===== src/rtl/newr_pkg.sv =====
// Shared constants, codes and types for the nearest-point-within-radius search.
// No dependencies; every other file in rtl/ refers to this package by scoped names.

package newr_pkg;

    // Default sizes, handed to the top-level parameters
    localparam int MAX_POINTS_DEF = 1024;
    localparam int MAX_DIM_DEF    = 128;

    // Field widths fixed by the interface
    localparam int OP_W      = 2;
    localparam int COORD_W   = 16;
    localparam int DIST_W    = 40;
    localparam int ROOT_W    = 28;
    localparam int FRAC_BITS = 8;
    localparam int SQ_W      = 2 * COORD_W;
    localparam int DIM_CFG_W = 8;
    localparam int CFG_IDX_W = 1;
    localparam int CFG_DATA_W = DIST_W;

    // Depth of the command queue between front and back
    localparam int QUEUE_DEPTH = 4;

    // Input opcodes
    localparam logic [OP_W-1:0] OP_LOAD  = 2'd0;
    localparam logic [OP_W-1:0] OP_QUERY = 2'd1;
    localparam logic [OP_W-1:0] OP_CLEAR = 2'd2;

    // Configuration register indexes
    localparam logic [CFG_IDX_W-1:0] REG_DIMENSION = 1'd0;
    localparam logic [CFG_IDX_W-1:0] REG_RADIUS    = 1'd1;

    // Reset values of the configuration registers
    localparam int SEARCH_RADIUS = 300;
    localparam logic [DIM_CFG_W-1:0] DIM_RESET       = 8'd128;
    localparam logic [DIST_W-1:0]    RADIUS_SQ_RESET = DIST_W'(SEARCH_RADIUS * SEARCH_RADIUS);

    // Saturation value of a squared sum
    localparam logic [DIST_W-1:0] DIST_MAX = '1;

    typedef enum logic {
        CMD_POINT,
        CMD_QUERY
    } cmd_kind_t;

    typedef enum logic [2:0] {
        B_IDLE,
        B_SCAN,
        B_DRAIN,
        B_ROOT,
        B_OUT
    } back_state_t;

endpackage


===== src/rtl/newr_front.sv =====
// Front end: accepts input beats, tracks load/query indexes and point count,
// and turns load and query beats into store-write and query commands. Uses newr_pkg.

module newr_front #(
    parameter int MAX_POINTS = newr_pkg::MAX_POINTS_DEF,
    parameter int MAX_DIM    = newr_pkg::MAX_DIM_DEF,
    localparam int CW  = $clog2(MAX_POINTS + 1),
    localparam int IW  = (MAX_DIM > 1) ? $clog2(MAX_DIM) : 1,
    localparam int DW  = $clog2(MAX_DIM + 1),
    localparam int SAW = (MAX_POINTS * MAX_DIM > 1) ? $clog2(MAX_POINTS * MAX_DIM) : 1
) (
    input  logic                              clk,
    input  logic                              rst_n,
    input  logic                              in_valid,
    output logic                              in_ready,
    input  logic [newr_pkg::OP_W-1:0]         op,
    input  logic signed [newr_pkg::COORD_W-1:0] coord_value,
    input  logic [DW-1:0]                     dim,
    input  logic                              q_full,
    output logic                              push,
    output newr_pkg::cmd_kind_t               cmd_kind,
    output logic                              cmd_last,
    output logic [newr_pkg::COORD_W-1:0]      cmd_coord,
    output logic [SAW-1:0]                    cmd_addr,
    output logic [CW-1:0]                     cmd_count
);

    logic [CW-1:0]  count_reg, count_next;
    logic [IW-1:0]  lidx_reg, lidx_next;
    logic [SAW-1:0] lbase_reg, lbase_next;
    logic [IW-1:0]  qidx_reg, qidx_next;
    logic [DW-1:0]  lnxt, qnxt;
    logic           accept;

    assign in_ready = !q_full;
    assign accept   = in_valid && in_ready;
    assign lnxt     = DW'(lidx_reg) + DW'(1);
    assign qnxt     = DW'(qidx_reg) + DW'(1);

    always_comb
    begin
        count_next = count_reg;
        lidx_next  = lidx_reg;
        lbase_next = lbase_reg;
        qidx_next  = qidx_reg;
        push       = 1'b0;
        cmd_kind   = newr_pkg::CMD_POINT;
        cmd_last   = 1'b0;
        cmd_coord  = coord_value;
        cmd_addr   = lbase_reg + SAW'(lidx_reg);
        cmd_count  = count_reg;
        if (accept)
        begin
            unique case (op)
                newr_pkg::OP_LOAD:
                begin
                    // store full: the coordinate is dropped
                    if (count_reg != CW'(MAX_POINTS))
                    begin
                        push = 1'b1;
                        if (lnxt >= dim)
                        begin
                            lidx_next  = '0;
                            count_next = count_reg + CW'(1);
                            lbase_next = lbase_reg + SAW'(MAX_DIM);
                        end
                        else
                        begin
                            lidx_next = IW'(lnxt);
                        end
                    end
                end
                newr_pkg::OP_QUERY:
                begin
                    push     = 1'b1;
                    cmd_kind = newr_pkg::CMD_QUERY;
                    cmd_addr = SAW'(qidx_reg);
                    if (qnxt >= dim)
                    begin
                        cmd_last  = 1'b1;
                        qidx_next = '0;
                    end
                    else
                    begin
                        qidx_next = IW'(qnxt);
                    end
                end
                newr_pkg::OP_CLEAR:
                begin
                    count_next = '0;
                    lidx_next  = '0;
                    lbase_next = '0;
                end
                default:
                begin
                end
            endcase
        end
    end

    always_ff @(posedge clk or negedge rst_n)
    begin
        if (!rst_n)
        begin
            count_reg <= '0;
            lidx_reg  <= '0;
            lbase_reg <= '0;
            qidx_reg  <= '0;
        end
        else
        begin
            count_reg <= count_next;
            lidx_reg  <= lidx_next;
            lbase_reg <= lbase_next;
            qidx_reg  <= qidx_next;
        end
    end

endmodule


===== config.mk =====
export PLATFORM = sky130hd
export DESIGN_NAME = newr_front
export DESIGN_NICKNAME = d
export VERILOG_FILES = /design/src/rtl/newr_pkg.sv /design/src/rtl/newr_front.sv
export SDC_FILE = /design/constraint.sdc
export NUM_CORES = 1
export LEC_CHECK = 0
export ABC_CLOCK_PERIOD_IN_PS = 5000
export BUFFER_PORTS_ARGS = -buffer_cell sky130_fd_sc_hd__buf_2
export CORE_MARGIN = 1.5
export CORE_UTILIZATION = 53
export CTS_BUF_LIST = sky130_fd_sc_hd__clkbuf_4
export CTS_CLUSTER_SIZE = 20
export DETAILED_ROUTE_END_ITERATION = 6
export GPL_TIMING_DRIVEN = 0
export PLACE_DENSITY = 0.82
export SYNTH_ARGS = -nofsm -noshare
export SYNTH_HDL_FRONTEND = slang
export SYNTH_SLANG_ARGS = --single-unit
export TNS_END_PERCENT = 5

===== constraint.sdc =====
create_clock -name clk -period 5 [get_ports clk]
set_clock_uncertainty 0.1 [all_clocks]
set_input_delay 0 -clock clk [delete_from_list [all_inputs] [get_ports clk]]
set_output_delay 0 -clock clk [all_outputs]
set_load 0.01 [all_outputs]

# --- After elaboration in Yosys (flattened, before gate mapping) ---
# Cells that the tools add are included.
totals:
  wordCells: 43
  in_bits: 30
  ff_bits: 42
  output_inout_bits: 48
op_classes:
  mux: 20
  magnitude_cmp: 2
  eq_ne: 5
  reduce_logical: 7
  n_addsub: 5
op_table:
  columns: ["op", "n"]
  rows:
  - ["$mux W17", 4]
  - ["$pmux W17 S2", 1]
  - ["$mux W11", 2]
  - ["$pmux W11 S2", 1]
  - ["$mux W7", 3]
  - ["$add A17 B7 Y17", 1]
  - ["$add A17 B8 Y17 const B", 1]
  - ["$add A7 B1 Y8 const B", 2]
  - ["$ge A8 B8 Y1", 2]
  - ["$pmux W7 S2", 1]
  - ["$add A11 B1 Y11 const B", 1]
  - ["$ne A11 B11 Y1 const B", 1]
  - ["$mux W1", 7]
  - ["$ne A2 B2 Y1 const B", 2]
  - ["$reduce_and A4 Y1", 1]
  - ["$reduce_and A3 Y1", 1]
  - ["$eq A2 B1 Y1 const B", 1]
  - ["$eq A2 B2 Y1 const B", 1]
  - ["$logic_not A2 Y1", 1]
  - ["$pmux W1 S2", 1]
  - ["$reduce_and A2 Y1", 1]
  - ["$reduce_bool A2 Y1", 1]
  - ["$logic_and A1 B1 Y1", 1]
  - ["$logic_not A1 Y1", 1]

# --- Logic depth before layout (Yosys ltp) ---
# Gate-level depths: netlist of run 1.
logic_depth:
  depth_word: 5
  depth_mapped: 11
  depth_no_buf: 10

# --- Least setup slack after synthesis of run 1 ---
# OpenSTA, ideal clock, no wires.
synth_timing:
  path_type: "flip-flop to flip-flop"
  from: "register lidx_reg[2]"
  to: "register count_reg[10], in the netlist cmd_count[10]"
  setup_time_ns: 0.124
  period_less_slack_ns: 2.595
  path_slack_ns: 2.405
  path_stages_with_launch: 11
  required_ns: 4.776
  arrival_ns: 2.371
  n_path_buf: 2
  cell_sequence: "dfrtp_1 -> clkbuf_1 -> and4_1 -> nand2_1 -> xnor2_1 -> ha_1 -> nand3_1 -> o311a_4 -> or2_1 -> buf_6 -> a211o_1"
synth_via:
  elab_chain_len: 4
synth_lines:
  columns: ["element", "line_no", "rtl"]
  rows:
  - ["from (decl)", "newr_front.sv:29", "logic [IW-1:0] lidx_reg, lidx_next;"]
  - ["from (signal assigned)", "newr_front.sv:113", "lidx_reg <= lidx_next;"]
  - ["$add A7 B1 Y8", "newr_front.sv:37", "assign lnxt = DW'(lidx_reg) + DW'(1);"]
  - ["$ge A8 B8 Y1", "newr_front.sv:61", "if (lnxt >= dim)"]
  - ["$ne A2 B2 Y1 (no line)", null, null]
  - ["$reduce_and A4 Y1 (no line)", null, null]
  - ["to (signal assigned)", "newr_front.sv:112", "count_reg <= count_next;"]
  - ["to (decl)", "newr_front.sv:28", "logic [CW-1:0] count_reg, count_next;"]
# Every way passes these cells.
# A chain may end at the register's enable or synchronous reset.

# --- Worst setup path in the final report of run 1 ---
layout_timing:
  from: "register lidx_reg[2]"
  to: "register lbase_reg[10]"
layout_via:
  elab_chain_len: 4
layout_lines:
  columns: ["element", "line_no", "rtl"]
  rows:
  - ["$add A7 B1 Y8", "newr_front.sv:37", null]
  - ["$ge A8 B8 Y1", "newr_front.sv:61", null]
  - ["$ne A2 B2 Y1 (no line)", null, null]
  - ["$reduce_and A4 Y1 (no line)", null, null]
  - ["to (signal assigned)", "newr_front.sv:114", "lbase_reg <= lbase_next;"]
  - ["to (decl)", "newr_front.sv:30", "logic [SAW-1:0] lbase_reg, lbase_next;"]
# Every way passes these cells.

==> PnR_summary.wiki, run 1 <==
{| class="wikitable"
! Metric !! Value
|-
| Critical Setup Path Class || reg -> reg
|-
| Drc violations || 0
|-
| Fraction of final layout cells sized beyond drive strength 1 || 0.249
|-
| Library cells used by synthesis || 45
|-
| Total grt overflow || 0
|-
| RSZ-0062 raised after global routing || false
|-
| Number of H-tree levels || 2
|-
| Worst setup EP type || flip-flop
|-
| Clk slew on worst S/H paths || 0.12 ns
|-
| Routed length on met1 || 3.22 mm
|-
| Max Transition Viols Final || 0
|-
| Worst Tran Pin Value || 0.828 ns
|-
| Number of nets in the final layout || 457
|-
| Met2 Wirelength || 3.12 mm
|-
| Buffer cell driving the clock tree root || clkbuf_4
|-
| Uppermost routed layer || met4
|-
| Post-detail-place hpwl || 5.17 mm
|-
| Hold WC Path Type || in -> reg
|-
| IO Count || 78
|-
| Vias per Instance || 5.77
|-
| Via total after detailed routing || 2,746
|-
| Final hold viol count || 0
|-
| Power per Cell Area || 230 mW/mm²
|-
| Fin crit share || 0.627
|-
| Post-synth top flop || dfrtp_1
|-
| Worst Reg-to-Reg Cells || 10
|-
| Total power after layout || 0.000753 W
|-
| Startpoint of the worst-slack reg-to-reg timing path || lidx_reg[2]$_DFFE_PN0P_
|-
| Die extent in y || 75.8 µm
|-
| Arr. time, crit path || 3.28 ns
|-
| Worst Setup SP || lidx_reg[2]$_DFFE_PN0P_
|-
| Portion of the post-synthesis area used by sequential elements || 0.312
|-
| Synth async-reset ratio || 1.00
|-
| Met3 layer wire length in the routed design || 458 µm
|-
| Final core utilization || 0.642
|-
| Die X || 75.8 µm
|-
| First-pass GRT wire length || 11.4 mm
|-
| Run status || complete, no violations
|-
| Worst max-slew margin expressed relative to the limit || 0.448
|-
| Post-synthesis to final-layout area growth || 16.7%
|-
| Maximum number of pins on one net before global-route repair || 36
|-
| Synth Warn # || 0
|-
| Timing-limited maximum frequency || 319 MHz
|-
| Finish-stage setup viols || 0
|-
| Number of buffers created by CTS || 5
|-
| Skew-Pair Late Insertion Delay || 0.34 ns
|-
| Global placement routability congestion || 0.872
|-
| Net Count, Synth || 387
|-
| Number of global-route vias before repair || 2,398
|-
| Antenna violations before repair || 0
|-
| Capturing element of the worst setup path || lbase_reg[10]$_DFFE_PN0P_
|-
| CP Data Required Time || 5.14 ns
|-
| # port buffers || 61
|-
| Residual antenna-violating net count after detailed routing || 0
|-
| Number of standard cells after synthesis || 335
|-
| Die outline area || 0.00575 mm²
|-
| Minimum clock period || 3.14 ns
|-
| Critical-path maximum fanout || 10
|-
| Overall track demand over capacity in global routing || 0.261
|-
| Clock Tree Buf Depth || 2
|-
| Initial Utilization || 0.550
|-
| Reg-to-Reg End || lbase_reg[10]$_DFFE_PN0P_
|-
| Worst R2R Setup Slack || 1.86 ns
|-
| Total wirelength of the detailed-routed design || 6.90 mm
|-
| Syn Std Cell Area || 0.00281 mm²
|-
| Area of the placeable core || 0.00511 mm²
|-
| Post-cts resize count || 0
|-
| Max capacitance violation total || 0
|-
| Number of synthesized flops with an enable pin || 0
|-
| Number of antenna diodes || 0
|-
| Startpoint Class || flip-flop
|-
| DR WL/cell || 14.5 µm
|-
| Post-synthesis average cell area || 8.38 µm²
|-
| Total of flip-flops plus latches after synthesis || 35
|-
| Hold-fix buffer count after cts || 2
|-
| TritonCTS clock tree || done
|-
| First-pass iteration count of the detailed router || 4
|-
| Largest register FFs || 11
|-
| Max VDD drop || 118 µV
|-
| Num Clock Sinks || 35
|-
| Pleak || 1.69 nW
|-
| Setup TNS Final || 0 ns
|-
| Number of design-rule violations left by the first detailed-router iteration || 168
|-
| # Post-CTS Setup Buffers || 0
|-
| Number of placement rows || 26
|}
==> through the flow <==
| stage | setup WS, ns | hold slack [ns] | instance area (µm²) | cells |
|---|---|---|---|---|
| after detailed placement | 1.94 | 0.0350 | 3200 | 466 |
| final | 1.86 | 0.0297 | 3280 | 476 |
| after global placement | 2.03 | 0.0338 | 3200 | 466 |
| after CTS | 1.91 | 0.0196 | 3280 | 476 |
| after global routing | 1.59 | 0.0605 | 3280 | 476 |
| after floorplan | 2.41 | -0.396 | 2810 | 335 |
==> cell usage after synthesis, types with 7 or more instances <==
cell type	instances	share of area
nor2_1	16	0.021
a21oi_1	7	0.012
clkbuf_1	7	0.0094
nand2_1	42	0.056
and2_1	7	0.016
and3_1	11	0.025
ha_1	22	0.098
inv_1	14	0.019
o21ai_0	20	0.036
nand2b_1	7	0.016
nand3_1	18	0.032
dfrtp_1	35	0.31
o31ai_1	19	0.051
buf_4	16	0.043
xnor2_1	8	0.025
==> final cells by class <==
type / instances / area, µm²
plain buffers: 32 / 210
clock buffers: 7 / 52.6
clock inverters: 1 / 5.00
fillers: 438 / 1830
inverters: 14 / 52.6
multi-input cells: 254 / 1670
flip-flops and latches: 35 / 876
well taps: 70 / 87.6
repair buffers: 63 / 325
==> power by group <==
part / internal (W) / switching, W / total, W
Clock: 0.0000657 / 0.0000976 / 0.000163
Sequential: 0.000308 / 0.0000401 / 0.000348
Combinational: 0.000108 / 0.000133 / 0.000241
==> critical path, stage by stage, from the launching register on <==
cell and delay (ns):
dfrtp_1 0.34, clkbuf_1 0.32, and4_1 0.33, nand2_1 0.09
xnor2_1 0.17, ha_1 0.32, nand3_1 0.12, o31ai_1 0.61
o21ai_2 0.21, buf_6 0.20, o31ai_1 0.23
==> placed cells by master (no fill, tap or decap), types with 4 or more instances in the layout <==
| master | instances |
|---|---|
| buf_2 | 67 |
| nand2_1 | 42 |
| dfrtp_1 | 35 |
| ha_1 | 22 |
| o21ai_0 | 20 |
| o31ai_1 | 19 |
| nand3_1 | 18 |
| nor2_1 | 16 |
| buf_4 | 16 |
| inv_1 | 14 |
| and3_1 | 11 |
| xnor2_1 | 8 |
| clkbuf_1 | 7 |
| and2_1 | 7 |
| a21oi_1 | 7 |
| nand2b_1 | 7 |
| clkbuf_4 | 7 |
| xor2_1 | 6 |
| a211o_1 | 6 |
| o21ai_1 | 6 |
| nor4_1 | 6 |
| nor3_1 | 5 |
| nand4_1 | 5 |
| or3_1 | 4 |
| a22o_1 | 4 |
==> layer usage <==
layer | vias up | global-route usage
met5 | - | 0
li1 | 1339 | -
met1 | 1265 | 0.380
met3 | 12 | 0.0304
met4 | 0 | 0.0774
met2 | 130 | 0.407
==> worst min path at each step <==
stage,start,to,cells past startpoint
after detailed placement,rst_n,lbase_reg[13]$_DFFE_PN0P_,1
final,op[1],lbase_reg[8]$_DFFE_PN0P_,4
after global placement,rst_n,lbase_reg[13]$_DFFE_PN0P_,1
after floorplan,rst_n,cmd_count[0]$_DFFE_PN0P_,0
after global routing,op[1],cmd_count[1]$_DFFE_PN0P_,4
after CTS,op[1],lbase_reg[8]$_DFFE_PN0P_,4
==> kinds of logic after synthesis <==
| logic type | Yosys count | synth area share |
|---|---|---|
| buffers and inverters | 46 | 0.0935 |
| and+or+nand+nor | 131 | 0.237 |
| adders and majority gates | 22 | 0.0980 |
| AOI/OAI and AO/OA | 86 | 0.215 |
| DFF | 35 | 0.312 |
| other | 1 | 0.00134 |
| xor gates and xnor gates | 14 | 0.0437 |
(Power assumes the default switching activity.)
==> inputs of run 2 (changes only) <==
ABC_AREA = 1   (was not set)
ABC_CLOCK_PERIOD_IN_PS = 2700   (was 5000)
CORE_UTILIZATION = 50   (was 53)
PLACE_DENSITY = 0.8   (was 0.82)
clock period = 2.7 ns   (was 5 ns; I/O delays follow)
==> run 2 against run 1 <==
Against the previous run:
- core utilization shrank 4.3 points
- sequential power grew 94%
- count of clock-buffer cells in the layout shrank 2
- register-to-register slack lost 1.7 ns
- global-route usage shrank 1.6 points
- synthesized cell count grew 33%
- clock power grew 130%
- maximum frequency grew 21%
- routed wire length grew 6.4%
- first-iteration DRC count grew 29%
- worst hold slack gained 0.0028 ns
- highest routed layer unchanged
==> PnR_summary.wiki, run 2 <==
{| class="wikitable"
! Metric !! Value
|-
| Uppermost routed layer || met4 (unchanged)
|-
| # port buffers || 61 (unchanged)
|-
| Via total after detailed routing || 3,017 (was 2,746)
|-
| Final standard cell count with taps included and fillers excluded || 592 (was 476)
|-
| Num Clock Sinks || 35 (unchanged)
|-
| Worst max-slew margin expressed relative to the limit || 0.446 (was 0.448)
|-
| Max Transition Viols Final || 0 (unchanged)
|-
| Worst path cell trace || ha_1, nand3_1, nor2_1, xor2_1, ha_1, nand2_1, o21a_1, nand3_1, clkbuf_1, nand3_1, nand2_1 (was clkbuf_1, and4_1, nand2_1, xnor2_1, ha_1, nand3_1, o31ai_1, o21ai_2, buf_6, o31ai_1)
|-
| Skew-Pair Late Insertion Delay || 0.35 ns (was 0.34 ns)
|-
| Clock Tree Buf Depth || 2 (unchanged)
|-
| Power share of the sequential group || 0.422 (was 0.463)
|-
| Die outline area || 0.00647 mm² (was 0.00575 mm²)
|-
| Reported net switching power || 0.000595 W (was 0.000271 W)
|-
| DR WL/cell || 12.4 µm (was 14.5 µm)
|-
| Most used standard cells in the synthesized netlist || 125 x nand2_1, 59 x inv_1, 51 x nor2_1, 43 x nand3_1, 35 x dfrtp_1 (was 42 x nand2_1, 35 x dfrtp_1, 22 x ha_1, 20 x o21ai_0, 19 x o31ai_1)
|-
| Cell area reported after detailed placement || 0.00340 mm² (was 0.00320 mm²)
|-
| Die X || 80.5 µm (was 75.8 µm)
|-
| Area fraction of the dominant cell type after synthesis || 0.292 (was 0.312)
|-
| Post-synthesis to final-layout area growth || 16.8% (was 16.7%)
|-
| IO Count || 78 (unchanged)
|-
| Fraction of final layout cells sized beyond drive strength 1 || 0.209 (was 0.249)
|-
| Die extent in y || 80.5 µm (was 75.8 µm)
|-
| Startpoint Class || flip-flop (unchanged)
|-
| Share of power burned in the clock network || 0.237 (was 0.217)
|-
| Internal power contribution || 0.00101 W (was 0.000482 W)
|-
| Most prevalent standard cell on the critical path || nand3_1 (was o31ai_1)
|-
| Layout Cell Area excl Fill || 0.00350 mm² (was 0.00328 mm²)
|-
| Hold WC Path Type || in -> reg (unchanged)
|-
| Largest stage delay on the critical path || 0.44 ns (was 0.61 ns)
|-
| Routed length on met1 || 3.27 mm (was 3.22 mm)
|-
| Critical Setup Path Class || reg -> reg (unchanged)
|-
| Met3 layer wire length in the routed design || 488 µm (was 458 µm)
|-
| Max VDD drop || 225 µV (was 118 µV)
|-
| Post-detail-place hpwl || 5.55 mm (was 5.17 mm)
|-
| Library cells used by synthesis || 35 (was 45)
|-
| Most repeated cell in the gate-level netlist after synthesis || nand2_1 (unchanged)
|-
| CP Data Required Time || 2.89 ns (was 5.14 ns)
|-
| Total wirelength of the detailed-routed design || 7.34 mm (was 6.90 mm)
|-
| Cell type with the highest aggregate area in the netlist || dfrtp_1 (unchanged)
|-
| Pleak || 2.02 nW (was 1.69 nW)
|-
| # Post-CTS Setup Buffers || 0 (unchanged)
|-
| Master of the slowest instance on the critical path || dfrtp_1 (was o31ai_1)
|-
| Fin crit share || 0.958 (was 0.627)
|-
| Arr. time, crit path || 2.78 ns (was 3.28 ns)
|-
| Critical-path maximum fanout || 10 (unchanged)
|-
| Drc violations || 0 (unchanged)
|-
| Max capacitance violation total || 0 (unchanged)
|-
| Highest-count cells in the layout ignoring fill and taps || 125 x nand2_1, 63 x buf_2, 59 x inv_1 (was 67 x buf_2, 42 x nand2_1, 35 x dfrtp_1)
|-
| Maximum number of pins on one net before global-route repair || 36 (unchanged)
|-
| Buffer cell driving the clock tree root || clkbuf_4 (unchanged)
|-
| Area of the placeable core || 0.00585 mm² (was 0.00511 mm²)
|-
| Worst setup EP type || flip-flop (unchanged)
|-
| Worst Tran Pin Value || 0.830 ns (was 0.828 ns)
|-
| Number of standard cells after synthesis || 446 (was 335)
|-
| Most common cell after layout, fill and taps aside || nand2_1 (was buf_2)
|-
| Net Count, Synth || 498 (was 387)
|-
| Placed cells || 582 (was 466)
|-
| Biggest area contributors in the synthesized netlist || dfrtp_1 29%, nand2_1 16%, ha_1 9.2% (was dfrtp_1 31%, ha_1 9.8%, nand2_1 5.6%)
|-
| Power per Cell Area || 457 mW/mm² (was 230 mW/mm²)
|-
| Number of synthesized flops with an enable pin || 0 (unchanged)
|-
| Number of H-tree levels || 2 (unchanged)
|-
| Clk slew on worst S/H paths || 0.12 ns (about the same)
|-
| Number of placement rows || 28 (was 26)
|-
| Fraction of power spent switching nets || 0.372 (was 0.360)
|-
| Number of antenna diodes || 0 (unchanged)
|-
| Syn Std Cell Area || 0.00300 mm² (was 0.00281 mm²)
|-
| Post-synth top flop || dfrtp_1 (unchanged)
|-
| First-pass iteration count of the detailed router || 4 (unchanged)
|-
| Timing-limited maximum frequency || 387 MHz (was 319 MHz)
|-
| Minimum clock period || 2.59 ns (was 3.14 ns)
|-
| Initial Utilization || 0.513 (was 0.550)
|-
| Portion of the post-synthesis area used by sequential elements || 0.292 (was 0.312)
|-
| Total of flip-flops plus latches after synthesis || 35 (unchanged)
|-
| Vias per Instance || 5.10 (was 5.77)
|-
| Synth Warn # || 0 (unchanged)
|-
| Residual antenna-violating net count after detailed routing || 0 (unchanged)
|-
| Finish-stage setup viols || 0 (unchanged)
|-
| Final core utilization || 0.599 (was 0.642)
|-
| Number of buffers created by CTS || 5 (unchanged)
|-
| Number of design-rule violations left by the first detailed-router iteration || 216 (was 168)
|-
| Largest register FFs || 11 (unchanged)
|-
| Synth async-reset ratio || 1.00 (unchanged)
|-
| Met2 Wirelength || 3.46 mm (was 3.12 mm)
|-
| RSZ-0062 raised after global routing || true (was false)
|-
| TritonCTS clock tree || done (unchanged)
|-
| Final hold viol count || 0 (unchanged)
|-
| First-pass GRT wire length || 12.6 mm (was 11.4 mm)
|-
| Number of nets in the final layout || 568 (was 457)
|-
| Post-synthesis average cell area || 6.73 µm² (was 8.38 µm²)
|-
| Overall track demand over capacity in global routing || 0.245 (was 0.261)
|-
| Combinational power share || 0.341 (was 0.320)
|-
| Fill cells || 561 (was 438)
|-
| Global placement routability congestion || 0.837 (was 0.872)
|-
| Run status || complete, no violations (unchanged)
|-
| Antenna violations before repair || 0 (unchanged)
|-
| Total grt overflow || 0 (unchanged)
|-
| Number of global-route vias before repair || 2,901 (was 2,398)
|}
run 2: changes by cell type in the layout (fill, tap and decap cells not counted), sizes merged, moves of 7 or more:
| cell | previous run | this run |
|---|---|---|
| o21ai | 27 | 18 |
| and3 | 11 | 0 |
| nand2 | 42 | 128 |
| inv | 14 | 63 |
| o31ai | 21 | 0 |
| nand3 | 18 | 45 |
| nor2 | 16 | 55 |
| nand2b | 7 | 0 |
run 2: worst max-delay path: cells and delay by family, from the launching register on:
kind,cells,cell delay [ns]
and+or+nand+nor,6,0.69
adders and majority gates,2,0.52
DFF,1,0.44
buffers and inverters,1,0.43
AOI/OAI and AO/OA,1,0.19
xor gates and xnor gates,1,0.16
run 2: power groups by stage:
stage | Clock [W] | Sequential (W) | Combinational (W)
finish | 0.000379 | 0.000676 | 0.000546
global route | 0.000396 | 0.000687 | 0.000635
CTS | 0.000385 | 0.000672 | 0.000540
detailed placement | 0 | 0.000683 | 0.000533
global placement | 0 | 0.000679 | 0.000510
floorplan | 0 | 0.000669 | 0.000377
run 2: cell type report:
cell class / count / area [µm²] / area share
Sequential cell: 35 / 876 / 0.250
Clock inverter: 3 / 38.8 / 0.0111
Timing Repair Buffer: 63 / 325 / 0.0928
Inverter: 63 / 239 / 0.0682
Tap cell: 75 / 93.8 / 0.0268
Clock buffer: 5 / 37.5 / 0.0107
Buffer: 26 / 188 / 0.0536
Multi-Input combinational cell: 322 / 1710 / 0.487
run 2: logic make-up after synthesis:
logic type,synth area share
XOR/XNOR,0.0438
AND/OR/NAND/NOR,0.368
buffers and inverters,0.142
adder cells (fa/ha/maj),0.0917
flip-flops,0.292
AO/OA/AOI/OAI,0.0617
other,0.00125
run 2: timing repair:
| item | CTS | global route |
|---|---|---|
| resized for setup | 0 | 4 |
| endpoints found under the hold margin | 40 | 0 |
| hold buffers | 2 | 0 |
| setup endpoints to repair | 0 | 28 |
run 2: final timing paths:
kind                                        endpoint  slack, ns                      start  depth (start not counted)
max in group asynchronous  cmd_count[10]$_DFFE_PN0P_       1.79                      rst_n                          2
min in group asynchronous  lbase_reg[13]$_DFFE_PN0P_       0.17                      rst_n                          2
min reg2reg                lbase_reg[16]$_DFFE_PN0P_       0.41  lbase_reg[16]$_DFFE_PN0P_                          2
max                         cmd_count[8]$_DFFE_PN0P_       0.11    lidx_reg[0]$_DFFE_PN0P_                         11
max reg2reg                 cmd_count[8]$_DFFE_PN0P_       0.11    lidx_reg[0]$_DFFE_PN0P_                         11
min                        lbase_reg[15]$_DFFE_PN0P_       0.03                      op[1]                          6
run 2: through the flow:
step | hold slack (ns) | setup TNS [ns] | total power, W | setup WS (ns)
after floorplan | -0.396 | 0 | 0.00105 | 0.493
after global placement | 0.0306 | 0 | 0.00119 | 0.176
after detailed placement | 0.0406 | 0 | 0.00122 | 0.140
after CTS | 0.0254 | 0 | 0.00160 | 0.00571
after global routing | 0.0622 | -0.546 | 0.00172 | -0.105
final | 0.0325 | 0 | 0.00160 | 0.114
run 2: metal layers:
layer | global-route usage | up-vias
li1 | - | 1525
met1 | 0.309 | 1377
met2 | 0.423 | 100
met3 | 0.0398 | 15
met4 | 0.0793 | 0
met5 | 0 | -
