$ cat config.mk
export PLATFORM = sky130hd
export DESIGN_NAME = newr_queue
export DESIGN_NICKNAME = d
export VERILOG_FILES = /design/src/rtl/newr_pkg.sv /design/src/rtl/newr_queue.sv
export SDC_FILE = /design/constraint.sdc
export NUM_CORES = 1
export LEC_CHECK = 0
export ABC_AREA = 0
export BUFFER_PORTS_ARGS = -buffer_cell sky130_fd_sc_hd__buf_2
export CORE_MARGIN = 2
export CORE_UTILIZATION = 25
export CTS_CLUSTER_DIAMETER = 30
export DETAILED_ROUTE_END_ITERATION = 7
export PLACE_DENSITY_LB_ADDON = 0.08
export SYNTH_ARGS = -nofsm -noshare
export SYNTH_HDL_FRONTEND = slang
export SYNTH_SLANG_ARGS = --single-unit
$ cat constraint.sdc
create_clock -name clk -period 2.85 [get_ports clk]
set_clock_uncertainty 0.1 [all_clocks]
set_input_delay 0.57 -clock clk [delete_from_list [all_inputs] [get_ports clk]]
set_output_delay 0.57 -clock clk [all_outputs]
set_load 0.02 [all_outputs]
$ cat src/rtl/newr_pkg.sv
// Shared constants, codes and types for the nearest-point-within-radius search.
// No dependencies; every other file in rtl/ refers to this package by scoped names.

package newr_pkg;

    // Default sizes, handed to the top-level parameters
    localparam int MAX_POINTS_DEF = 1024;
    localparam int MAX_DIM_DEF    = 128;

    // Field widths fixed by the interface
    localparam int OP_W      = 2;
    localparam int COORD_W   = 16;
    localparam int DIST_W    = 40;
    localparam int ROOT_W    = 28;
    localparam int FRAC_BITS = 8;
    localparam int SQ_W      = 2 * COORD_W;
    localparam int DIM_CFG_W = 8;
    localparam int CFG_IDX_W = 1;
    localparam int CFG_DATA_W = DIST_W;

    // Depth of the command queue between front and back
    localparam int QUEUE_DEPTH = 4;

    // Input opcodes
    localparam logic [OP_W-1:0] OP_LOAD  = 2'd0;
    localparam logic [OP_W-1:0] OP_QUERY = 2'd1;
    localparam logic [OP_W-1:0] OP_CLEAR = 2'd2;

    // Configuration register indexes
    localparam logic [CFG_IDX_W-1:0] REG_DIMENSION = 1'd0;
    localparam logic [CFG_IDX_W-1:0] REG_RADIUS    = 1'd1;

    // Reset values of the configuration registers
    localparam int SEARCH_RADIUS = 300;
    localparam logic [DIM_CFG_W-1:0] DIM_RESET       = 8'd128;
    localparam logic [DIST_W-1:0]    RADIUS_SQ_RESET = DIST_W'(SEARCH_RADIUS * SEARCH_RADIUS);

    // Saturation value of a squared sum
    localparam logic [DIST_W-1:0] DIST_MAX = '1;

    typedef enum logic {
        CMD_POINT,
        CMD_QUERY
    } cmd_kind_t;

    typedef enum logic [2:0] {
        B_IDLE,
        B_SCAN,
        B_DRAIN,
        B_ROOT,
        B_OUT
    } back_state_t;

endpackage

$ cat src/rtl/newr_queue.sv
// Small register FIFO that decouples the front end from the back end.
// Uses newr_pkg for the default depth.

module newr_queue #(
    parameter int WIDTH = 1,
    parameter int DEPTH = newr_pkg::QUEUE_DEPTH,
    localparam int PW = (DEPTH > 1) ? $clog2(DEPTH) : 1,
    localparam int NW = $clog2(DEPTH + 1)
) (
    input  logic             clk,
    input  logic             rst_n,
    input  logic             push,
    input  logic [WIDTH-1:0] push_data,
    input  logic             pop,
    output logic [WIDTH-1:0] head,
    output logic             full,
    output logic             empty
);

    logic [WIDTH-1:0] entry_reg [DEPTH];
    logic [PW-1:0]    wr_ptr_reg, rd_ptr_reg;
    logic [NW-1:0]    count_reg;
    logic             do_push, do_pop;

    assign full    = (count_reg == NW'(DEPTH));
    assign empty   = (count_reg == '0);
    assign do_push = push && !full;
    assign do_pop  = pop && !empty;
    assign head    = entry_reg[rd_ptr_reg];

    always_ff @(posedge clk)
    begin
        if (do_push)
        begin
            entry_reg[wr_ptr_reg] <= push_data;
        end
    end

    always_ff @(posedge clk or negedge rst_n)
    begin
        if (!rst_n)
        begin
            wr_ptr_reg <= '0;
            rd_ptr_reg <= '0;
            count_reg  <= '0;
        end
        else
        begin
            if (do_push)
            begin
                wr_ptr_reg <= (wr_ptr_reg == PW'(DEPTH - 1)) ? '0 : wr_ptr_reg + PW'(1);
            end
            if (do_pop)
            begin
                rd_ptr_reg <= (rd_ptr_reg == PW'(DEPTH - 1)) ? '0 : rd_ptr_reg + PW'(1);
            end
            unique case ({do_push, do_pop})
                2'b10:   count_reg <= count_reg + NW'(1);
                2'b01:   count_reg <= count_reg - NW'(1);
                default: count_reg <= count_reg;
            endcase
        end
    end

endmodule

== Word level (Yosys, flattened, before mapping) ==
Memory sizes are Yosys's and may differ from the RTL's.
Cells that the tools add are included.

* Bits in writable memories: 4
* Memories kept: 1
* Input port bits: 5
* Register bits after elaboration: 7

* Reduce and logical (&&, ||, !) cells: 6
* Mux-type cells: 5
* Equality and inequality tests: 5
* Add/sub/neg operators: 4

{| class="wikitable"
|+ Memories
! memory !! words !! width !! read ports !! clocked after memory_dff !! wr ports !! line !! text
|-
| entry_reg || 4 || 1 || 1 || 0 || 1 || newr_queue.sv:20 || <nowiki>logic [WIDTH-1:0] entry_reg [DEPTH];</nowiki>
|}

{| class="wikitable"
|+ Operators by type and width
! kind !! number
|-
| equality test 2 bit (second input constant) || 3
|-
| case mux 3 bit (2 select lines) || 1
|-
| adder 2 x 1 -> 2 bit (second input constant) || 2
|-
| two-way mux 2 bit || 2
|-
| adder 3 x 1 -> 3 bit (second input constant) || 1
|-
| equality test 3 bit (second input constant) || 1
|-
| logical NOT 3 bit || 1
|-
| subtractor 3 x 1 -> 3 bit (second input constant) || 1
|-
| equality test 2 x 1 -> 1 bit (second input constant) || 1
|-
| logical AND 1 bit || 2
|-
| logical NOT 1 bit || 2
|-
| two-way mux 1 bit || 2
|-
| nonzero test 2 bit || 1
|}

== Depth between registers and ports, before layout ==
Gate-level depths: netlist of the first run.

* Word-level depth: 5
* Gate-level depth with buffers: 9
* Mapped depth without buffers: 9

== Worst setup path before layout of the first run ==
OpenSTA, ideal clock, no wires.

* Path type: reg2reg
* Start: register count_reg[0]
* End: register count_reg[2]
* Slack: 770 ps
* Required time: 2,671 ps
* Stages on the path, launching flop included: 10
* Arrival time: 1,901 ps
* Path buffers: 0
* Path through: dfrtp_1 nor3b_4 nor2b_4 inv_1 ha_1 inv_1 fa_1 xor2_1 nor2_1 xor2_1

* Cells in the longest elaborated chain, start to end: 5
* Elaborated cells between the ends (all ways): 12
* Those cells by class: add/sub: 2; eq/ne: 3; mux: 1; reduce/logical: 6

{| class="wikitable"
|+ Ends and longest elaborated chain
! what !! line !! text
|-
| start: declaration || newr_queue.sv:22 || <nowiki>logic [NW-1:0] count_reg;</nowiki>
|-
| start signal: assignment || newr_queue.sv:58 || <nowiki>2'b10: count_reg <= count_reg + NW'(1);</nowiki>
|-
| start signal: assignment || newr_queue.sv:59 || <nowiki>2'b01: count_reg <= count_reg - NW'(1);</nowiki>
|-
| start signal: assignment || newr_queue.sv:60 || <nowiki>default: count_reg <= count_reg;</nowiki>
|-
| equality test 3 bit * || newr_queue.sv:25 || <nowiki>assign full = (count_reg == NW'(DEPTH));</nowiki>
|-
| net full || newr_queue.sv:16 || <nowiki>output logic full,</nowiki>
|-
| logical NOT 1 bit * || newr_queue.sv:27 || <nowiki>assign do_push = push && !full;</nowiki>
|-
| logical AND 1 bit * || newr_queue.sv:27 ||
|-
| equality test 2 x 1 -> 1 bit or equality test 2 bit (tied branches) || newr_queue.sv:57 || <nowiki>unique case ({do_push, do_pop})</nowiki>
|-
| case mux 3 bit (2 select lines) or nonzero test 2 bit (tied branches) || -- ||
|}

Mark *: on every way through the listed nets, which the timed path passes. The rest lies on a longest branch.
A chain may end at the register's enable or synchronous reset.

== Worst setup path in the final report of the first run ==
* Start: register count_reg[0]
* End: register count_reg[2]

* Cells in the longest elaborated chain, start to end: 5
* Elaborated cells between the ends (all ways): 12
* Those cells by class: add/sub: 2; eq/ne: 3; mux: 1; reduce/logical: 6

{| class="wikitable"
|+ Ends and longest elaborated chain
! what !! line
|-
| equality test 3 bit or logical NOT 3 bit (tied branches) || newr_queue.sv:25, newr_queue.sv:26
|-
| logical NOT 1 bit (on tied branches) || newr_queue.sv:27, newr_queue.sv:28
|-
| logical AND 1 bit (on tied branches) || newr_queue.sv:27, newr_queue.sv:28
|-
| equality test 2 x 1 -> 1 bit or equality test 2 bit (tied branches) || newr_queue.sv:57
|-
| case mux 3 bit (2 select lines) or nonzero test 2 bit (tied branches) || --
|}

Several ways; a longest one is shown, not always the timed one.

==> flow_metrics.env, run 1 <==
export IMPL_first_global_vias=370
export IMPL_viasPerCell=3.87
export IMPL_peakVddDrop_uv=334
export IMPL_die_area_mm2=0.00293
export IMPL_start_util_pct=25.9
export IMPL_p_sw_uw=271
export IMPL_vias=333
export IMPL_internal_power_uw=476
export IMPL_hpwl_um=749
export IMPL_cts_root_buffer="clkbuf_4"
export IMPL_worstPathCellList="nor3b_4 -> nor2b_4 -> inv_1 -> ha_1 -> inv_1 -> fa_1 -> xor2_1 -> nor2_1 -> xor2_1"
export IMPL_cts_max_path_buffers=2
export IMPL_cts_resized=0
export IMPL_first_iter_violations=3
export IMPL_path_clk_slew_ps=70
export IMPL_power_share_clock_pct=14.0
export IMPL_top_layer="met4"
export IMPL_critPathMaxFanout=7
export IMPL_hold_viol=0
export IMPL_ys_types=17
export IMPL_p_seq_share_pct=40.7
export IMPL_finalCritPeriodShare_pct=72.8
export IMPL_p_sw_share_pct=36.3
export IMPL_io_buffers=7
export IMPL_cts_made_buffers=3
export IMPL_final_cell_count_no_fill=86
export IMPL_drive_above_1_share_pct=41.1
export IMPL_rsz0062_at_grt="false"
export IMPL_wl_met3_um=41
export IMPL_layout_nets=69
export IMPL_grt_pass1_wl_um=1590
export IMPL_netlist_area_um2=629
export IMPL_met2_length_um=460
export IMPL_fin_ws_ps=776
export IMPL_gp_congestion=0.644
export IMPL_ios=8
export IMPL_synth_cells=45
export IMPL_cts_sinks=11
export IMPL_slew_viol_final=0
export IMPL_fin_tns_setup_ps=0
export IMPL_p_leak_uw=0.000346
export IMPL_core_mm2=0.00243
export IMPL_dp_worst_setup_slack_ps=718
export IMPL_hold_slack_ps=32.2
export IMPL_min_period_ps=2070
export IMPL_wl_met1_um=428
export IMPL_grt_start_max_net_pins=8
export IMPL_relSlewSlack_pct=85.3
export IMPL_die_w_um=54.2
export IMPL_dr_pass1_iters=2
export IMPL_crit_arrival_ps=2160
export IMPL_cts_tree="yes"
export IMPL_max_cap_violations=0
export IMPL_avgSynthCellArea_um2=14.0
export IMPL_syn_num_nets=57
export IMPL_min_path_type="in2async"
export IMPL_cts_htree_levels=1
export IMPL_critPathRequiredTime_ps=2940
export IMPL_post_cts_setup_buffers=0
export IMPL_drc=0
export IMPL_reg2reg_depth=9
export IMPL_holdBufCountCts=0
export IMPL_totalWireLength_um=938
export IMPL_area_growth_synth_to_final_pct=15.7
export IMPL_dp_cells=82
export IMPL_cp_end_kind="flop"
export IMPL_synth_seq_area_share_pct=46.9
export IMPL_tightest_slew_ps=220
export IMPL_num_rows=18
export IMPL_fmax_mhz=482
export IMPL_worstSetupStartpointType="flop"
export IMPL_track_usage_pct=8.19
export IMPL_ant_nets=0
export IMPL_yosys_warnings=0
export IMPL_largest_reg_flops=4
export IMPL_ys_ff_latch=11
export IMPL_utilization_pct=29.9
export IMPL_die_y_um=54.2
export IMPL_wl_per_cell_um=10.9
export IMPL_antenna_found_initial=0
export IMPL_comb_power_share_pct=45.2
export IMPL_slowest_delay_ps=450
export IMPL_overflow=0
export IMPL_crit_slowest_cell="dfrtp_1"
export IMPL_clk_latency_ps=260
export IMPL_powerDensity_mw_per_mm2=1030
export IMPL_insertedDiodeCount=0
export IMPL_status="complete, no violations"
export IMPL_path_class="reg2reg"
export IMPL_setup_viol=0
[path summary, 6_finish.rpt]
| kind | endpoint | start | slack [ps] |
|---|---|---|---|
| worst max-delay path | count_reg[2]$_DFFE_PN0P_ | count_reg[0]$_DFFE_PN0P_ | 780 |
| worst min register to register | count_reg[2]$_DFFE_PN0P_ | count_reg[2]$_DFFE_PN0P_ | 430 |
| worst max register to register | count_reg[2]$_DFFE_PN0P_ | count_reg[0]$_DFFE_PN0P_ | 780 |
| min in group clk | entry_reg[0]$_DFFE_PP_ | push_data | 420 |
| max in group asynchronous | wr_ptr_reg[1]$_DFFE_PN0P_ | rst_n | 2450 |
| worst min-delay path | count_reg[1]$_DFFE_PN0P_ | rst_n | 30 |
[metal layers]
metal	track usage, %	up-vias
met5	0	-
met4	5.00	0
met1	9.52	160
li1	-	168
met2	12.4	3
met3	3.33	2
[cell type report]
type / count / area, um2
Multi-Input combinational cell: 27 / 308
Clock buffer: 4 / 26.3
Sequential cell: 11 / 295
Inverter: 7 / 26.3
Tap cell: 30 / 37.5
Fill cell: 268 / 1700
Timing Repair Buffer: 7 / 35.0
[cell usage in the layout, fill, tap and decap left out, types with 2 or more instances in the layout]
cell and count:
edfxtp_1 4, xor2_1 2, inv_1 7, mux2_4 3
buf_2 7, and2_2 4, nor2_1 3, ha_1 6
dfrtp_1 7, clkbuf_4 3
[cells by family (layout without fill, tap and decap cells)]
logic type	count (synthesis)	in the layout	synth area share, %
flip-flops	11	11	46.9
AND/OR/NAND/NOR	11	11	15.5
adder cells (fa/ha/maj)	7	7	15.1
buffers and inverters	7	18	4.18
multiplexers	6	6	14.1
XOR/XNOR	3	3	4.18
[synthesized netlist by cell type]
cell	instances	share of area, %
nor3_2	1	1.6
mux2_4	3	7.2
nor3b_4	1	3.0
inv_1	7	4.2
nor2b_4	1	2.2
edfxtp_1	4	19
mux2i_1	1	1.6
nand2b_4	1	2.2
fa_1	1	3.2
xor2_1	2	2.8
mux4_2	1	3.6
ha_1	6	12
xnor2_1	1	1.4
mux2_2	1	1.8
dfrtp_1	7	28
and2_2	4	4.8
nor2_1	3	1.8
[per-stage QoR]
step                      power (uW)  cell area [um2]
after floorplan                  575              629
after global placement           657              702
after detailed placement         655              702
after CTS                        763              728
after global routing             819              728
final                            747              728
[power groups by stage]
stage / clock (uW) / sequential [uW] / combinational [uW]
3_3_place_gp: 0 / 309 / 348
2_1_floorplan: 0 / 290 / 285
5_1_grt: 111 / 315 / 393
3_5_place_dp: 0 / 310 / 345
6_report: 105 / 304 / 338
4_1_cts: 109 / 308 / 347
[worst max-delay path, delay by kind of cell, from the launching register on]
kind	cells	cell delay [ps]
fa+ha+maj	2	550
flops	1	450
simple gates	3	450
xor+xnor	2	310
buf+inv	2	120
No activity file was read; power rests on OpenSTA's default activity.
==> run 2: changes to the inputs <==
--- a/config.mk
+++ b/config.mk
@@ -5,7 +5,7 @@
 export SDC_FILE = /design/constraint.sdc
 export NUM_CORES = 1
 export LEC_CHECK = 0
-export ABC_AREA = 0
+export ABC_AREA = 1
 export BUFFER_PORTS_ARGS = -buffer_cell sky130_fd_sc_hd__buf_2
 export CORE_MARGIN = 2
 export CORE_UTILIZATION = 25
==> constraint.sdc (replaced) <==
create_clock -name clk -period 2.1 [get_ports clk]
set_clock_uncertainty 0.1 [all_clocks]
set_input_delay 0.42 -clock clk [delete_from_list [all_inputs] [get_ports clk]]
set_output_delay 0.42 -clock clk [all_outputs]
set_load 0.02 [all_outputs]
==> flow_metrics.env, run 2 <==
export IMPL_overflow=0
export IMPL_drive_above_1_share_pct=20.2
export IMPL_synth_seq_area_share_pct=45.7
export IMPL_crit_slowest_cell="dfrtp_1"
export IMPL_rsz0062_at_grt="false"
export IMPL_synth_area_leaders="dfrtp_1 27%, edfxtp_1 19%, ha_1 12%"
export IMPL_die_area_mm2=0.00301
export IMPL_insertedDiodeCount=0
export IMPL_path_depth=10
export IMPL_cp_num_buf_inv=2
export IMPL_holdBufCountCts=1
export IMPL_ys_top_cells_by_count="16 x nand2_1, 14 x inv_1, 7 x dfrtp_1"
export IMPL_p_leak_uw=0.000397
export IMPL_synth_edff_count=4
export IMPL_critPathMaxFanout=7
export IMPL_cts_root_buffer="clkbuf_4"
export IMPL_start_util_pct=26.3
export IMPL_worstSetupStartpointType="flop"
export IMPL_grt_pass1_wl_um=1810
export IMPL_min_path_cells=1
export IMPL_hpwl_um=855
export IMPL_worstPathCellList="inv_2 -> nand3_4 -> nand2_4 -> ha_1 -> inv_1 -> fa_1 -> nand2_1 -> nand3_1 -> nand2_1 -> nand2_1"
export IMPL_netlist_area_um2=646
export IMPL_final_common_cell="nand2_1"
export IMPL_status="complete, no violations"
export IMPL_layout_nets=97
export IMPL_synth_top_area_share_pct=27.1
export IMPL_cts_sinks=11
export IMPL_peakVddDrop_uv=586
export IMPL_regArea_um2=295
export IMPL_ios=8
export IMPL_relSlewSlack_pct=85.2
export IMPL_async_flop_share_pct=63.6
export IMPL_die_w_um=54.8
export IMPL_ant_nets=0
export IMPL_cts_resized=0
export IMPL_fmax_mhz=542
export IMPL_reg2reg_depth=10
export IMPL_num_rows=18
export IMPL_ys_ff_latch=11
export IMPL_avgSynthCellArea_um2=8.97
export IMPL_synth_cells=72
export IMPL_cp_top_family="adder cells"
export IMPL_totalWireLength_um=1100
export IMPL_finalCritPeriodShare_pct=87.8
export IMPL_powerDensity_mw_per_mm2=1370
export IMPL_ys_types=19
export IMPL_io_buffers=7
export IMPL_crit_arrival_ps=1900
export IMPL_p_total_uw=1030
export IMPL_drc=0
export IMPL_min_period_ps=1840
export IMPL_hold_viol=0
export IMPL_fin_tns_setup_ps=0
export IMPL_cts_max_path_buffers=2
export IMPL_setup_viol=0
export IMPL_slew_viol_final=0
export IMPL_dominantRegCellSynth="dfrtp_1"
export IMPL_vias=440
export IMPL_cts_htree_levels=1
export IMPL_wl_per_cell_um=9.61
export IMPL_hold_slack_ps=274
export IMPL_dr_pass1_iters=6
export IMPL_track_usage_pct=9.22
export IMPL_nFillCells=264
export IMPL_viasPerCell=3.86
export IMPL_final_cell_mix="16 x nand2_1, 14 x inv_1, 7 x dfrtp_1, 7 x buf_2"
export IMPL_clk_latency_ps=260
export IMPL_syn_num_nets=84
export IMPL_max_cap_violations=0
export IMPL_path_clk_slew_ps=70
export IMPL_first_global_vias=399
export IMPL_multi_input_area_um2=287
export IMPL_area_growth_synth_to_final_pct=16.9
export IMPL_gp_congestion=0.717
export IMPL_core_mm2=0.00245
export IMPL_yosysMostFrequentCell="nand2_1"
export IMPL_min_path_type="in2reg"
export IMPL_yosys_area_top_type="dfrtp_1"
export IMPL_die_y_um=54.8
export IMPL_largest_reg_flops=4
export IMPL_grt_start_max_net_pins=8
export IMPL_yosys_warnings=0
export IMPL_cts_made_buffers=3
export IMPL_path_class="reg2reg"
export IMPL_antenna_found_initial=0
export IMPL_cp_end_kind="flop"
export IMPL_cts_tree="yes"
export IMPL_first_iter_violations=13
export IMPL_critPathRequiredTime_ps=2160
export IMPL_tightest_slew_ps=222
export IMPL_cp_common_cell="nand2_1"
export IMPL_slowest_delay_ps=400
export IMPL_post_cts_setup_buffers=0
-- run 2: cell types whose count changed after synthesis, sizes merged, moves of 2 or more --
cell,previous run,this run
and2,4,0
nor2,3,6
mux2,4,0
nand2,0,18
xor2,2,0
nand3,0,7
inv,7,17
-- run 2: where the power goes --
| group | leakage (uW) | switching [uW] | internal [uW] |
|---|---|---|---|
| sequential | 0.000122 | 85.0 | 310 |
| combinational | 0.000261 | 299 | 194 |
| clock | 0.0000150 | 71.6 | 73.4 |
| total | 0.000397 | 455 | 577 |
-- run 2: final timing paths --
path                                          start                         to  slack, ps
max                        count_reg[0]$_DFFE_PN0P_   count_reg[2]$_DFFE_PN0P_        260
max reg2reg                count_reg[0]$_DFFE_PN0P_   count_reg[2]$_DFFE_PN0P_        260
min in group asynchronous                     rst_n   count_reg[2]$_DFFE_PN0P_        420
min                                       push_data     entry_reg[0]$_DFFE_PP_        270
min reg2reg                count_reg[0]$_DFFE_PN0P_   count_reg[0]$_DFFE_PN0P_        400
max in group asynchronous                     rst_n  rd_ptr_reg[1]$_DFFE_PN0P_       1310
-- run 2: cells by family (layout without fill, tap and decap cells) --
group,after synthesis,count (layout),synth area share [%]
and+or+nand+nor,33,33,25.6
buffers and inverters,17,29,9.88
DFF,11,11,45.7
adders and majority gates,7,7,14.7
AOI/OAI and AO/OA,3,3,2.71
xor gates and xnor gates,1,1,1.36
-- run 2: cell type report --
class,instances,share of cell area (%)
Clock buffer,4,3.48
Inverter,17,8.46
Multi-Input combinational cell,44,38.0
Sequential cell,11,39.1
Tap cell,30,4.98
Timing Repair Buffer,8,5.97
-- run 2: metrics by stage --
stage / area [um2] / setup slack, ps / utilization (%) / instances
after floorplan: 646 / 391 / - / 72
after detailed placement: 718 / 232 / 29.3 / 109
after global placement: 718 / 233 / 29.3 / 109
final: 754 / 256 / 30.7 / 114
after global routing: 754 / 137 / 30.7 / 114
after CTS: 754 / 223 / 30.7 / 114
-- run 2: metal layers --
layer,vias up,wire length (um),part of all wire [%],global-route usage (%)
met4,0,15,1.4,3.75
met1,182,563,51,10.5
met3,2,52,4.7,4.92
met2,9,465,42,14.3
met5,-,0,0,0
li1,247,-,-,-
-- run 2: worst register-to-register path, stage by stage, from the launching register on --
cell	delay (ps)
dfrtp_1	400
inv_2	120
nand3_4	110
nand2_4	110
ha_1	170
inv_1	70
fa_1	390
nand2_1	100
nand3_1	70
nand2_1	60
nand2_1	50
==> run 3: changes to the inputs <==
--- a/config.mk
+++ b/config.mk
@@ -6,11 +6,11 @@
 export NUM_CORES = 1
 export LEC_CHECK = 0
 export ABC_AREA = 1
-export BUFFER_PORTS_ARGS = -buffer_cell sky130_fd_sc_hd__buf_2
 export CORE_MARGIN = 2
 export CORE_UTILIZATION = 25
 export CTS_CLUSTER_DIAMETER = 30
 export DETAILED_ROUTE_END_ITERATION = 7
+export DONT_BUFFER_PORTS = 1
 export PLACE_DENSITY_LB_ADDON = 0.08
 export SYNTH_ARGS = -nofsm -noshare
 export SYNTH_HDL_FRONTEND = slang
==> flow_metrics.env, run 3 (synthesis results as in run 2) <==
export IMPL_path_clk_slew_ps=80
export IMPL_overflow=0
export IMPL_path_class="reg2reg"
export IMPL_post_cts_setup_buffers=0
export IMPL_layout_nets=90
export IMPL_regArea_um2=295
export IMPL_cts_made_buffers=3
export IMPL_crit_arrival_ps=1900
export IMPL_p_seq_share_pct=39.6
export IMPL_ios=8
export IMPL_area_growth_synth_to_final_pct=11.6
export IMPL_totalWireLength_um=984
export IMPL_min_path_type="in2reg"
export IMPL_critPathMaxFanout=7
export IMPL_antenna_found_initial=0
export IMPL_hpwl_um=829
export IMPL_power_share_clock_pct=14.4
export IMPL_die_y_um=54.8
export IMPL_multi_input_area_um2=287
export IMPL_tightest_slew_ps=345
export IMPL_fin_tns_setup_ps=0
export IMPL_wl_per_cell_um=9.20
export IMPL_gp_congestion=0.664
export IMPL_cp_end_kind="flop"
export IMPL_cts_htree_levels=1
export IMPL_met1_usage_pct=11.1
export IMPL_max_cap_violations=0
export IMPL_drc=0
export IMPL_first_global_vias=413
export IMPL_setup_viol=0
export IMPL_cts_sinks=11
export IMPL_grt_pass1_wl_um=1770
export IMPL_hold_slack_ps=156
export IMPL_grtUsageMet2_pct=12.5
export IMPL_p_sw_uw=442
export IMPL_fin_ws_ps=268
export IMPL_p_leak_uw=0.000370
export IMPL_dr_pass1_iters=3
export IMPL_vias=431
export IMPL_internal_power_uw=549
export IMPL_fmax_mhz=546
export IMPL_cts_resized=0
export IMPL_dp_cells=102
export IMPL_insertedDiodeCount=0
export IMPL_p_sw_share_pct=44.6
export IMPL_track_usage_pct=8.72
export IMPL_drive_above_1_share_pct=14.3
export IMPL_dp_worst_setup_slack_ps=261
export IMPL_final_common_cell="nand2_1"
export IMPL_largest_reg_flops=4
export IMPL_worstSetupStartpointType="flop"
export IMPL_hold_viol=0
export IMPL_viasPerCell=4.03
export IMPL_comb_power_share_pct=46.0
export IMPL_cts_max_path_buffers=2
export IMPL_grt_util_met3_pct=2.46
export IMPL_nFillCells=260
export IMPL_rsz0062_at_grt="false"
export IMPL_clk_latency_ps=270
export IMPL_final_cell_mix="16 x nand2_1, 14 x inv_1, 7 x dfrtp_1"
export IMPL_min_period_ps=1830
export IMPL_cts_root_buffer="clkbuf_4"
export IMPL_critPathRequiredTime_ps=2170
export IMPL_relSlewSlack_pct=76.9
export IMPL_cts_tree="yes"
export IMPL_core_mm2=0.00245
export IMPL_busiest_layer="met2"
export IMPL_grt_start_max_net_pins=8
export IMPL_die_area_mm2=0.00301
export IMPL_num_rows=18
export IMPL_slew_viol_final=0
export IMPL_die_w_um=54.8
export IMPL_start_util_pct=26.3
export IMPL_finalCritPeriodShare_pct=87.2
export IMPL_final_cell_count_no_fill=107
export IMPL_peakVddDrop_uv=458
export IMPL_ant_nets=0
export IMPL_status="complete, no violations"
export IMPL_first_iter_violations=2
export IMPL_powerDensity_mw_per_mm2=1380
export IMPL_io_buffers=0
==> run 3: changes by cell type in the layout (fill, tap and decap cells not counted) <==
| cell | change |
|---|---|
| clkinv_2 | +1 |
| clkbuf_1 | -1 |
| buf_2 | -7 |
==> run 3: layer usage <==
metal,share of wire (%),vias to the layer above
met1,48,192
met5,0,-
met2,45,7
met3,5.5,2
met4,1.3,0
li1,-,230
==> run 3: worst max-delay path, stage by stage, from the launching register on <==
cell	delay, ps
dfrtp_1	400
inv_2	110
nand3_4	110
nand2_4	110
ha_1	170
inv_1	60
fa_1	380
nand2_1	100
nand3_1	80
nand2_1	60
nand2_1	50
==> run 3: through the flow <==
| stage | util [%] | power (uW) | cell area (um2) |
|---|---|---|---|
| floorplan | - | 773 | 646 |
| global placement | 27.8 | 859 | 683 |
| detailed placement | 27.8 | 859 | 683 |
| CTS | 29.4 | 1010 | 721 |
| global route | 29.4 | 1110 | 721 |
| finish | 29.4 | 991 | 721 |
==> run 3: area by class of cell <==
cell class                 instances  share of cell area, %
sequential                        11                   41.0
clock buffer                       3                   3.13
timing repair buffer               1                   1.39
tap                               30                   5.21
multi-input combinational         44                   39.8
inverter                          17                   8.85
clock inverter                     1                  0.694
==> run 3: worst paths after layout <==
kind	from	end	slack, ps	cells past startpoint
setup / recovery	count_reg[0]$_DFFE_PN0P_	count_reg[2]$_DFFE_PN0P_	270	10
hold / removal	push_data	entry_reg[1]$_DFFE_PP_	160	0
setup reg to reg	count_reg[0]$_DFFE_PN0P_	count_reg[2]$_DFFE_PN0P_	270	10
hold reg to reg	count_reg[0]$_DFFE_PN0P_	count_reg[0]$_DFFE_PN0P_	400	1
max in group asynchronous	rst_n	wr_ptr_reg[0]$_DFFE_PN0P_	1270	1
min in group asynchronous	rst_n	rd_ptr_reg[0]$_DFFE_PN0P_	380	1
==> run 3: repair_timing <==
item	4_1_cts	5_1_grt
hold buffers	1	0
hold endpoints to repair	7	0
endpoints found under the setup margin	0	0
==> run 3: power by group through the flow <==
stage          sequential [uW]  clock, uW  combinational, uW
2_1_floorplan              378          0                394
3_3_place_gp               399          0                459
3_5_place_dp               399          0                460
4_1_cts                    394        150                468
5_1_grt                    404        169                540
6_report                   393        143                456
